==> src/assert_macros.svh <==
// Assertion macros shared by the RTL of the modular exponentiation core.
// Included by the modules that carry concurrent assertions; no other dependencies.
`ifndef ASSERT_MACROS_SVH
`define ASSERT_MACROS_SVH
`ifndef SYNTH
// Property that must hold at every rising clock edge outside reset.
`define ASSERT_CLK(lbl, clk, rstn, prop) \
    lbl: assert property (@(posedge clk) disable iff (!rstn) prop) \
        else $error("assertion failed");
// Condition that must never be true outside reset.
`define ASSERT_NEVER(lbl, clk, rstn, expr) \
    lbl: assert property (@(posedge clk) disable iff (!rstn) !(expr)) \
        else $error("forbidden condition seen");
`else
`define ASSERT_CLK(lbl, clk, rstn, prop)
`define ASSERT_NEVER(lbl, clk, rstn, expr)
`endif
`endif

==> src/mexp_pkg.sv <==
// Package for the modular exponentiation core: field widths, reset value and
// sequencer state codes. No dependencies.
package mexp_pkg;

    // Field widths.
    localparam int MOD_W  = 31;
    localparam int BASE_W = 63;
    localparam int EXP_W  = 63;
    localparam int CNT_W  = 6;

    // Modulus after reset.
    localparam logic [MOD_W-1:0] MODULUS_RESET = 31'd1000000007;

    // Sequencer state codes.
    localparam logic [2:0] ST_IDLE   = 3'd0;
    localparam logic [2:0] ST_REDUCE = 3'd1;
    localparam logic [2:0] ST_MUL    = 3'd2;
    localparam logic [2:0] ST_SQR    = 3'd3;
    localparam logic [2:0] ST_DONE   = 3'd4;

    typedef logic [MOD_W-1:0] t_residue;

endpackage

==> src/modular_exponentiation_core.sv <==
// Modular exponentiation core: base ** exponent mod modulus, right to left.
// Uses mexp_pkg and assert_macros.svh.
//
// Usage:
//   Input stream (s_axis_*): one beat carries a base and an exponent. It is
//   accepted when s_axis_tvalid and s_axis_tready are both high.
//   Output stream (m_axis_*): one beat per input beat with the power result.
//   Configuration: i_cfg_wr_en writes i_cfg_wr_data into the modulus register;
//   write it only while no item is in flight.
// Datapath: one shared shift-add-reduce unit does all the arithmetic, one
//   multiplier bit per cycle. The base is first reduced, then each scanned
//   exponent bit costs a squaring plus a multiply when the bit is set; the
//   highest set bit needs no squaring.
// Flow: one item at a time; s_axis_tready is high only while the sequencer
//   is idle, and the next beat can be taken in the cycle after the load.
//   A finished result sits in the output register, so a new item is taken
//   while the receiver still holds off. Reset: synchronous, active low; the
//   modulus returns to 1000000007, the output register empties, and a second
//   finished result waits in the sequencer until the register frees.
`include "assert_macros.svh"

module modular_exponentiation_core #(
    parameter int EXP_BITS = 63
) (
    input  logic         i_clk,
    input  logic         i_rst_n,
    // Configuration write port.
    input  logic         i_cfg_wr_en,
    input  logic [30:0]  i_cfg_wr_data,   // modulus
    // Input stream.
    input  logic         s_axis_tvalid,
    output logic         s_axis_tready,
    input  logic [127:0] s_axis_tdata,    // [62:0] base_value, [125:63] exponent, zero pad
    // Output stream.
    output logic         m_axis_tvalid,
    input  logic         m_axis_tready,
    output logic [31:0]  m_axis_tdata     // [30:0] power_result, zero pad
);

    localparam int MW = mexp_pkg::MOD_W;
    localparam int BW = mexp_pkg::BASE_W;
    localparam int CW = mexp_pkg::CNT_W;

    logic [2:0]             r_state;
    logic [MW-1:0]          r_modulus;
    logic [BW-1:0]          r_src;
    logic [EXP_BITS-1:0]    r_exp;
    mexp_pkg::t_residue     r_acc;
    mexp_pkg::t_residue     r_base;
    mexp_pkg::t_residue     r_mop;
    mexp_pkg::t_residue     r_part;
    logic [CW-1:0]          r_cnt;
    logic                   r_out_valid;
    mexp_pkg::t_residue     r_out_data;

    logic                   in_beat;
    logic                   out_free;
    logic                   exp_rest_zero;
    mexp_pkg::t_residue     addend;
    logic [MW+1:0]          mod_ext;
    logic [MW+1:0]          sum0;
    logic [MW+1:0]          sum1;
    logic [MW+1:0]          sum2;
    mexp_pkg::t_residue     n_part;

    assign s_axis_tready = (r_state == mexp_pkg::ST_IDLE);
    assign in_beat       = s_axis_tvalid && s_axis_tready;
    assign out_free      = !r_out_valid || m_axis_tready;
    assign exp_rest_zero = ((r_exp >> 1) == '0);
    assign m_axis_tvalid = r_out_valid;
    assign m_axis_tdata  = {1'b0, r_out_data};

    // Shared unit: part = 2*part + addend, then up to two subtractions of the modulus.
    always_comb begin
        if (r_state == mexp_pkg::ST_REDUCE) begin
            addend = {{(MW-1){1'b0}}, r_src[BW-1]};
        end else begin
            addend = r_mop[MW-1] ? r_base : '0;
        end
        mod_ext = {2'b00, r_modulus};
        sum0    = {1'b0, r_part, 1'b0} + {2'b00, addend};
        sum1    = (sum0 >= mod_ext) ? (sum0 - mod_ext) : sum0;
        sum2    = (sum1 >= mod_ext) ? (sum1 - mod_ext) : sum1;
        n_part  = sum2[MW-1:0];
    end

    // Modulus register.
    always_ff @(posedge i_clk) begin
        if (!i_rst_n) begin
            r_modulus <= mexp_pkg::MODULUS_RESET;
        end else if (i_cfg_wr_en) begin
            r_modulus <= i_cfg_wr_data;
        end
    end

    // Sequencer: base reduction, then squares, with a multiply per set exponent bit.
    always_ff @(posedge i_clk) begin
        if (!i_rst_n) begin
            r_state <= mexp_pkg::ST_IDLE;
        end else begin
            unique case (r_state)
                mexp_pkg::ST_IDLE: begin
                    if (in_beat) begin
                        r_state <= mexp_pkg::ST_REDUCE;
                    end
                end
                mexp_pkg::ST_REDUCE: begin
                    if (r_cnt == '0) begin
                        if (r_exp == '0) begin
                            r_state <= mexp_pkg::ST_DONE;
                        end else if (r_exp[0]) begin
                            r_state <= mexp_pkg::ST_MUL;
                        end else begin
                            r_state <= mexp_pkg::ST_SQR;
                        end
                    end
                end
                mexp_pkg::ST_MUL: begin
                    if (r_cnt == '0) begin
                        r_state <= exp_rest_zero ? mexp_pkg::ST_DONE : mexp_pkg::ST_SQR;
                    end
                end
                mexp_pkg::ST_SQR: begin
                    if (r_cnt == '0) begin
                        if (exp_rest_zero) begin
                            r_state <= mexp_pkg::ST_DONE;
                        end else if (r_exp[1 % EXP_BITS] && EXP_BITS > 1) begin
                            r_state <= mexp_pkg::ST_MUL;
                        end else begin
                            r_state <= mexp_pkg::ST_SQR;
                        end
                    end
                end
                mexp_pkg::ST_DONE: begin
                    if (out_free) begin
                        r_state <= mexp_pkg::ST_IDLE;
                    end
                end
                default: begin
                    r_state <= mexp_pkg::ST_IDLE;
                end
            endcase
        end
    end

    // Datapath registers of the sequencer.
    always_ff @(posedge i_clk) begin
        case (r_state)
            mexp_pkg::ST_IDLE: begin
                if (in_beat) begin
                    r_src  <= s_axis_tdata[BW-1:0];
                    r_exp  <= s_axis_tdata[BW +: EXP_BITS];
                    r_part <= '0;
                    r_cnt  <= CW'(BW - 1);
                    r_acc  <= (r_modulus <= MW'(1)) ? '0 : MW'(1);
                end
            end
            mexp_pkg::ST_REDUCE: begin
                r_src <= r_src << 1;
                if (r_cnt == '0) begin
                    r_base <= n_part;
                    r_part <= '0;
                    r_cnt  <= CW'(MW - 1);
                    r_mop  <= r_exp[0] ? r_acc : n_part;
                end else begin
                    r_part <= n_part;
                    r_cnt  <= r_cnt - 1'b1;
                end
            end
            mexp_pkg::ST_MUL: begin
                if (r_cnt == '0) begin
                    r_acc  <= n_part;
                    r_part <= '0;
                    r_cnt  <= CW'(MW - 1);
                    r_mop  <= r_base;
                end else begin
                    r_mop  <= r_mop << 1;
                    r_part <= n_part;
                    r_cnt  <= r_cnt - 1'b1;
                end
            end
            mexp_pkg::ST_SQR: begin
                if (r_cnt == '0) begin
                    r_base <= n_part;
                    r_exp  <= r_exp >> 1;
                    r_part <= '0;
                    r_cnt  <= CW'(MW - 1);
                    r_mop  <= (r_exp[1 % EXP_BITS] && EXP_BITS > 1) ? r_acc : n_part;
                end else begin
                    r_mop  <= r_mop << 1;
                    r_part <= n_part;
                    r_cnt  <= r_cnt - 1'b1;
                end
            end
            default: begin
            end
        endcase
    end

    // Output register: loaded from the sequencer, emptied by the receiver.
    always_ff @(posedge i_clk) begin
        if (!i_rst_n) begin
            r_out_valid <= 1'b0;
        end else if (r_state == mexp_pkg::ST_DONE && out_free) begin
            r_out_valid <= 1'b1;
        end else if (m_axis_tready) begin
            r_out_valid <= 1'b0;
        end
    end

    always_ff @(posedge i_clk) begin
        if (r_state == mexp_pkg::ST_DONE && out_free) begin
            r_out_data <= (r_modulus == '0) ? '0 : r_acc;
        end
    end

    // A beat accepted starts the base reduction and closes the input.
    `ASSERT_CLK(a_start_reduce, i_clk, i_rst_n,
        in_beat |=> (r_state == mexp_pkg::ST_REDUCE) && !s_axis_tready)
    // The partial remainder stays below a nonzero modulus during multiply and square passes.
    `ASSERT_NEVER(a_part_range, i_clk, i_rst_n,
        (r_state == mexp_pkg::ST_MUL || r_state == mexp_pkg::ST_SQR)
        && r_modulus != '0 && r_part >= r_modulus)
    // Multiply and square passes count at most one step per modulus bit.
    `ASSERT_NEVER(a_cnt_range, i_clk, i_rst_n,
        (r_state == mexp_pkg::ST_MUL || r_state == mexp_pkg::ST_SQR) && r_cnt > CW'(MW - 1))
    // A result offered downstream is a residue of the nonzero modulus.
    `ASSERT_NEVER(a_result_range, i_clk, i_rst_n,
        r_out_valid && r_modulus != '0 && r_out_data >= r_modulus)

endmodule
==> config.mk <==
export PLATFORM = sky130hd
export DESIGN_NAME = modular_exponentiation_core
export DESIGN_NICKNAME = d
export VERILOG_FILES = /design/src/mexp_pkg.sv /design/src/modular_exponentiation_core.sv
export VERILOG_INCLUDE_DIRS = /design/src /design/src/src
export SDC_FILE = /design/constraint.sdc
export NUM_CORES = 1
export LEC_CHECK = 0
export ABC_AREA = 1
export BUFFER_PORTS_ARGS = -buffer_cell sky130_fd_sc_hd__buf_2
export CAP_MARGIN = 25
export CORE_ASPECT_RATIO = 1.75
export CORE_MARGIN = 2
export CORE_UTILIZATION = 55
export DETAILED_ROUTE_END_ITERATION = 12
export PLACE_DENSITY = 0.78
export SLEW_MARGIN = 20
export SYNTH_ARGS = -nofsm -noshare
export SYNTH_HDL_FRONTEND = slang
export SYNTH_SLANG_ARGS = --single-unit
==> constraint.sdc <==
create_clock -name i_clk -period 6.3 [get_ports i_clk]
set_input_delay 1.26 -clock i_clk [delete_from_list [all_inputs] [get_ports i_clk]]
set_output_delay 1.26 -clock i_clk [all_outputs]
set_load 0.05 [all_outputs]
## Word-level counts from Yosys, hierarchy flattened

Index checks and enable logic that the tools add are counted.
Widths: inputs -> output; s select.

| cells by class | value |
|---|---|
| reductions and logical operators | 24 |
| order comparisons | 3 |
| $add $sub $neg | 4 |
| muxes and demuxes | 38 |
| equal/unequal tests | 9 |

Operator list:

| operator | count |
|---|---|
| $mux 31 | 12 |
| $pmux 63 s2 | 2 |
| $mux 63 | 3 |
| $logic_not 63->1 | 2 |
| $pmux 31 s2 | 2 |
| $pmux 31 s3 | 1 |
| $ge 33x31->1 | 2 |
| $add 32x31->33 | 1 |
| $mux 33 | 1 |
| $sub 33x31->33 | 1 |
| $le 31x1->1 const B | 1 |
| $logic_not 31->1 | 1 |
| $sub 31x31->31 | 1 |
| $mux 3 | 8 |
| $pmux 3 s5 | 1 |
| $mux 6 | 2 |
| $pmux 6 s2 | 1 |
| $reduce_bool 2->1 | 5 |
| $reduce_and 2->1 | 4 |
| $eq 3x2->1 const B | 2 |
| $logic_not 6->1 | 1 |
| $ne 2x2->1 const B | 3 |
| $reduce_and 3->1 | 2 |
| $sub 6x1->6 const B | 1 |
| other kinds (12) | 18 |

| word-level totals | value |
|---|---|
| bits of input ports | 164 |
| bits in registers | 322 |
| output and inout port bits | 34 |

## Logic depth before layout (Yosys ltp)

| depth | value |
|---|---|
| word-level depth | 10 |
| depth in mapped cells | 55 |
| mapped depth without buffers | 53 |

## Worst setup path before layout

OpenSTA, ideal clock, no wires.

| path | value |
|---|---|
| path kind | register -> register |
| start | reg r_cnt[0] |
| end | reg r_exp[0], enable pin |
| cell stages (with the launch flop) | 13 |
| setup time | 0.571 ns |
| arrival time | 6.200 ns |
| path buffers | 2 |
| slack | -0.471 ns |
| data required time | 5.729 ns |
| path through | edfxtp_1 -> inv_1 -> ha_1 -> nand2_1 -> nor2_1 -> inv_1 -> nor2_1 -> inv_1 -> nor2_1 -> clkinv_1 -> clkbuf_1 -> clkbuf_1 -> o21ai_0 |

| on the way | value |
|---|---|
| cells in the longest elaborated chain, start to end | 3 |

Ends and longest elaborated chain:

| what | line | text |
|---|---|---|
| from (decl) | modular_exponentiation_core.sv:52 | `logic [CW-1:0] r_cnt;` |
| from (signal assigned) | modular_exponentiation_core.sv:154 | `r_cnt <= CW'(BW - 1);` |
| from (signal assigned) | modular_exponentiation_core.sv:163 | `r_cnt <= CW'(MW - 1);` |
| from (signal assigned) | modular_exponentiation_core.sv:167 | `r_cnt <= r_cnt - 1'b1;` |
| $logic_not 6->1 | modular_exponentiation_core.sv:183 | `if (r_cnt == '0) begin` |
| $ne 2x2->1 (no source line) | -- |  |
| $reduce_and 3->1 (no source line) | -- |  |
| to (signal assigned) | modular_exponentiation_core.sv:152 | `r_exp <= s_axis_tdata[BW +: EXP_BITS];` |
| to (signal assigned) | modular_exponentiation_core.sv:185 | `r_exp <= r_exp >> 1;` |
| to (decl) | modular_exponentiation_core.sv:47 | `logic [EXP_BITS-1:0] r_exp;` |

Every way passes these cells.
A chain may end at the register's enable or synchronous reset.

## Worst setup path after layout

| path | value |
|---|---|
| start | reg r_state[0] |
| end | reg r_mop[13], data pin |

| on the way | value |
|---|---|
| cells in the longest elaborated chain, start to end | 10 |
| elaborated cells between the ends (all ways) | 16 |
| classes of those cells | add/sub: 3; order compare: 2; eq/ne: 3; mux: 8 |

Ends and longest elaborated chain:

| what | line | text |
|---|---|---|
| from (decl) | modular_exponentiation_core.sv:44 | `logic [2:0] r_state;` |
| from (signal assigned) | modular_exponentiation_core.sv:99 | `r_state <= mexp_pkg::ST_IDLE;` |
| from (signal assigned) | modular_exponentiation_core.sv:104 | `r_state <= mexp_pkg::ST_REDUCE;` |
| from (signal assigned) | modular_exponentiation_core.sv:110 | `r_state <= mexp_pkg::ST_DONE;` |
| $eq 3x1->1 | modular_exponentiation_core.sv:75, modular_exponentiation_core.sv:148 |  |
| $mux 31 | modular_exponentiation_core.sv:75 | `if (r_state == mexp_pkg::ST_REDUCE) begin` |
| $add 32x31->33 | modular_exponentiation_core.sv:81 | `sum0 = {1'b0, r_part, 1'b0} + {2'b00, addend};` |
| $sub 33x31->33 / $ge 33x31->1 (equally long branches) | modular_exponentiation_core.sv:82 | `sum1 = (sum0 >= mod_ext) ? (sum0 - mod_ext) : sum0;` |
| $mux 33 | modular_exponentiation_core.sv:82 |  |
| $sub 31x31->31 / $ge 33x31->1 (equally long branches) | modular_exponentiation_core.sv:83 | `sum2 = (sum1 >= mod_ext) ? (sum1 - mod_ext) : sum1;` |
| $mux 31 | modular_exponentiation_core.sv:83 |  |
| $mux 31, on equally long branches | modular_exponentiation_core.sv:188, modular_exponentiation_core.sv:164 |  |
| $mux 31, on equally long branches | modular_exponentiation_core.sv:183, modular_exponentiation_core.sv:160 |  |
| $pmux 31 s3 * | modular_exponentiation_core.sv:148 | `case (r_state)` |
| to (signal assigned) | modular_exponentiation_core.sv:164 | `r_mop <= r_exp[0] ? r_acc : n_part;` |
| to (signal assigned) | modular_exponentiation_core.sv:188 | `r_mop <= (r_exp[1 % EXP_BITS] && EXP_BITS > 1) ? r_acc : n_part;` |
| to (signal assigned) | modular_exponentiation_core.sv:190 | `r_mop <= r_mop << 1;` |
| to (decl) | modular_exponentiation_core.sv:50 | `mexp_pkg::t_residue r_mop;` |

Mark *: on every way between the ends. The rest lies on a longest branch, timed or not. The select of a mux whose other input is x is not followed.

==> run summary <==
The number of core rows came out at 95. Yosys instantiated no cell more often than sky130_fd_sc_hd__nand2_1. The worst hold path terminates at r_src[16].

The remaining design rule violation count is 0. The number of H-tree levels is 1. Broken down by cell family, the worst path's largest delay share belongs to simple AND/OR/NAND/NOR gates.

The critical path buffer and inverter count came out at 16. For this configuration, the core starts out at a cell density of 55.4%. The total congestion overflow is 0. The post-place setup slack came out at -1350 ps. In the finished design, the share of the clock period the worst path needs comes to 115%. The final weighted congestion in routability-driven placement is 0.988. The total negative slack is -84280 ps. In this run the horizontal extent of the chip is 152 um. The placed wire-length estimate came out at 56700 um. The run finished, with violations left. In this run the critical register-to-register path is captured at r_mop[13]. The worst setup path is captured at a register. The worst setup path is of the register to register kind.

After synthesis the cells add up to 21200 sq um. The via count of the first global-routing pass is roughly 24k. The per-cell via count in the routed design is 5.91. The total count of hold-check failures in the final report was 0. The number of buffers created by CTS came out at 30.

The layout overhead on the synthesized area is 50.1%. When the netlist entered floorplanning its net count stood at 3047. The cts-stage hold buffer count came out at 0. The DRC marker count from the first detailed-route iteration came out at 2972. The checks that failed: setup timing. Across the run, the number of max-cap violations was 0.

Of the cells placed in the final design, the portion with a size suffix greater than 1 is 40.2%. The first global-routing pass estimated ~130000 um of wire. The root buffer cell chosen for the clock tree is sky130_fd_sc_hd__clkbuf_16. The routed design could run at a clock period as short as 7210 ps. The largest total area in the synthesized netlist belongs to sky130_fd_sc_hd__edfxtp_1. The data required time at the worst endpoint is 6650 ps. The vias after detailed routing is 24.2k. The startpoint of the worst-slack reg-to-reg timing path is r_state[0].

The number of distinct standard cells referenced by the synthesized netlist is 53. The slack of the worst reg-to-reg path is -910 ps. Measured on the finished design, the core utilization comes to around 83%. The average routed wire per standard cell is 21.5 um. After synthesis, flip-flops and latches occupy 43.9% of the total area.

The headroom to the max-slew limit is 30.0%. Along the worst path, the maximum fanout reaches 9. The routed wire length came out at 87900 um. The floorplan die height came out at 264 um. Dividing the synthesized area by the synthesized cell count gives 7.61 sq um.

The maximum clock frequency came out at 139 MHz. The fraction of synthesis flops using an asynchronous set or reset pin came out at 0%. The post-detailed-route count of antenna-violating nets came out at 0.

The worst hold path cell count came out at 2. The launching element of the worst setup path is r_state[0]. The later-pin clock latency in the skew report is 600 ps. Across all setup checks in the final design, the least slack found is -915 ps. The final number of setup-violating endpoints is 124. After routing the design area is 31900 sq um. The most frequent cell on the critical path is sky130_fd_sc_hd__nor2_4. The placeable core region came out at 38300 sq um.

Summing all placed instances gives a cell area of 26400 sq um. In this design, the stage delay of the slowest critical-path cell is approximately 350 ps. The final-report max-slew violation count was 0. The number of input and output port buffers inserted is 194. The net total in the final layout came out at slightly below 4k. The number of antenna violations at the first check in global routing is 4. The largest net degree at the start of global routing came out at 101. The slowest stage of the critical path is the sky130_fd_sc_hd__dfxtp_2 cell.

The arrival time reported for the critical path endpoint is 7570 ps. The number of enable flip-flop cells after synthesis came out at 287. Clock-pin slew was measured on the worst setup and hold paths at 80 ps.

The area fraction of the dominant cell type after synthesis is 40.6%. In this run the most critical hold path is launched from r_src[15]. The number of primary I/O pins is approximately 200. Setup repair after global routing could not meet its margin everywhere. Ranked by total cell area, the synthesized netlist is headed by sky130_fd_sc_hd__edfxtp_1 (41%), sky130_fd_sc_hd__nand2_1 (16%), sky130_fd_sc_hd__inv_1 (5.9%). The number of synthesized register bits came out at around 320.

In the synthesized netlist the dominant register cell turns out to be sky130_fd_sc_hd__edfxtp_1. The gate count of the mapped netlist is 2787. The slew of the pin with the lowest slew margin came out at 1050 ps.

The die covers 40200 sq um. In the synthesized netlist, the cells that appear most often are sky130_fd_sc_hd__nand2_1 (891), sky130_fd_sc_hd__inv_1 (334), sky130_fd_sc_hd__edfxtp_1 (287). For this run, the number of Yosys warnings is 0. The worst hold-check path type is register to register. The number of sinks handled by clock tree synthesis is 322. The logic depth of the worst register-to-register path came out at 51. The worst setup path is launched from a register.

TritonCTS built the clock tree. The deepest clock path buffer count came out at 3. Clock skew on the completed layout was measured at between 30 and 40 ps.

Global routing used 40.2% of the available tracks. The first-pass detailed-route iteration total is 7.
## worst max path at each step
stage / endpoint / cells after the start
4_1_cts: r_mop[3] / 56
3_5_place_dp: r_mop[24] / 46
6_report: r_mop[13] / 51
3_3_place_gp: r_mop[24] / 46
2_1_floorplan: r_mop[24] / 50
5_1_grt: r_mop[16] / 51
## worst min-delay path, stage by stage, from the launching register on
cell and delay, ps:
sky130_fd_sc_hd__edfxtp_1 320, sky130_fd_sc_hd__nand2_1 50, sky130_fd_sc_hd__nand2_1 50
## routing by layer
metal  share of wire (%)  vias to the layer above  wire, um  GRT usage [%]
li1                    -                    10800         -              -
met1                  32                    11200     27800           41.8
met2                  50                     1672     43500           70.9
met3                 8.1                      560      7160           5.69
met4                  11                        0      9420           34.7
met5                   0                        -         0              0
## timing repair
item                                    CTS  global route
endpoints found under the setup margin  124           251
resized for setup                       446           253
buffers inserted                        113            43
gates cloned                             11             5
pin swaps                               133           135
## cell type report
type	count	area [sq um]
inverters	352	1350
flip-flops and latches	322	9320
clock buffers	33	783
repair buffers	869	6630
diodes	5	12.5
multi-input cells	2011	13000
fillers	2294	6420
well taps	485	607
clock inverters	20	131
## placed cells by master, fill, tap and decap left out, types with 8 or more instances in the layout
| cell | n |
|---|---|
| sky130_fd_sc_hd__inv_2 | 52 |
| sky130_fd_sc_hd__o21ai_0 | 135 |
| sky130_fd_sc_hd__clkinv_1 | 10 |
| sky130_fd_sc_hd__ha_1 | 35 |
| sky130_fd_sc_hd__edfxtp_1 | 287 |
| sky130_fd_sc_hd__o21ai_2 | 13 |
| sky130_fd_sc_hd__xnor2_1 | 21 |
| sky130_fd_sc_hd__ha_4 | 57 |
| sky130_fd_sc_hd__nand3_2 | 33 |
| sky130_fd_sc_hd__clkbuf_16 | 36 |
| sky130_fd_sc_hd__xor2_1 | 35 |
| sky130_fd_sc_hd__nor4_1 | 14 |
| sky130_fd_sc_hd__nand2_1 | 734 |
| sky130_fd_sc_hd__a21o_1 | 13 |
| sky130_fd_sc_hd__a21oi_2 | 38 |
| sky130_fd_sc_hd__buf_12 | 18 |
| sky130_fd_sc_hd__o21bai_1 | 8 |
| sky130_fd_sc_hd__nor2_4 | 21 |
| sky130_fd_sc_hd__inv_4 | 8 |
| sky130_fd_sc_hd__nor2_2 | 54 |
| sky130_fd_sc_hd__o21ai_1 | 15 |
| sky130_fd_sc_hd__inv_1 | 289 |
| sky130_fd_sc_hd__nand4_1 | 54 |
| sky130_fd_sc_hd__a21oi_1 | 176 |
| sky130_fd_sc_hd__nand3_4 | 10 |
| sky130_fd_sc_hd__nor3_1 | 9 |
| sky130_fd_sc_hd__nand2_4 | 58 |
| sky130_fd_sc_hd__dfxtp_1 | 34 |
| sky130_fd_sc_hd__buf_6 | 26 |
| sky130_fd_sc_hd__buf_4 | 617 |
| sky130_fd_sc_hd__o21a_1 | 8 |
| sky130_fd_sc_hd__a21oi_4 | 12 |
| sky130_fd_sc_hd__nand3_1 | 97 |
| sky130_fd_sc_hd__buf_2 | 194 |
| sky130_fd_sc_hd__xor2_2 | 12 |
| sky130_fd_sc_hd__nand2_2 | 106 |
| sky130_fd_sc_hd__nand2_8 | 14 |
| sky130_fd_sc_hd__buf_16 | 9 |
| sky130_fd_sc_hd__nor2_1 | 155 |
## kinds of logic after synthesis
family | count (synthesis) | synth area share [%]
compound gates | 457 | 11.6
xor+xnor | 73 | 3.01
fa+ha+maj | 96 | 5.77
buf+inv | 454 | 8.34
flops | 322 | 43.9
other cells | 1 | 0.0177
simple gates | 1384 | 27.4
## sequential cells by signal, summed over array words and instances (netlist names)
name           cells
r_out_data        31
r_src             63
r_state            3
r_modulus         31
r_cnt              6
r_part            31
m_axis_tvalid      1
r_base            31
r_mop             31
r_exp             63
r_acc             31
## per-stage QoR
| stage | hold WS (ps) | std cells |
|---|---|---|
| after floorplan | 479 | 2787 |
| final | 515 | 4097 |
| after global routing | 531 | 4095 |
| after global placement | 504 | 3881 |
| after CTS | 521 | 4057 |
| after detailed placement | 502 | 3881 |
Power is left out: the tool's default activity adds up to more than one toggle a clock period on the data nets, which glitch-free logic cannot reach.
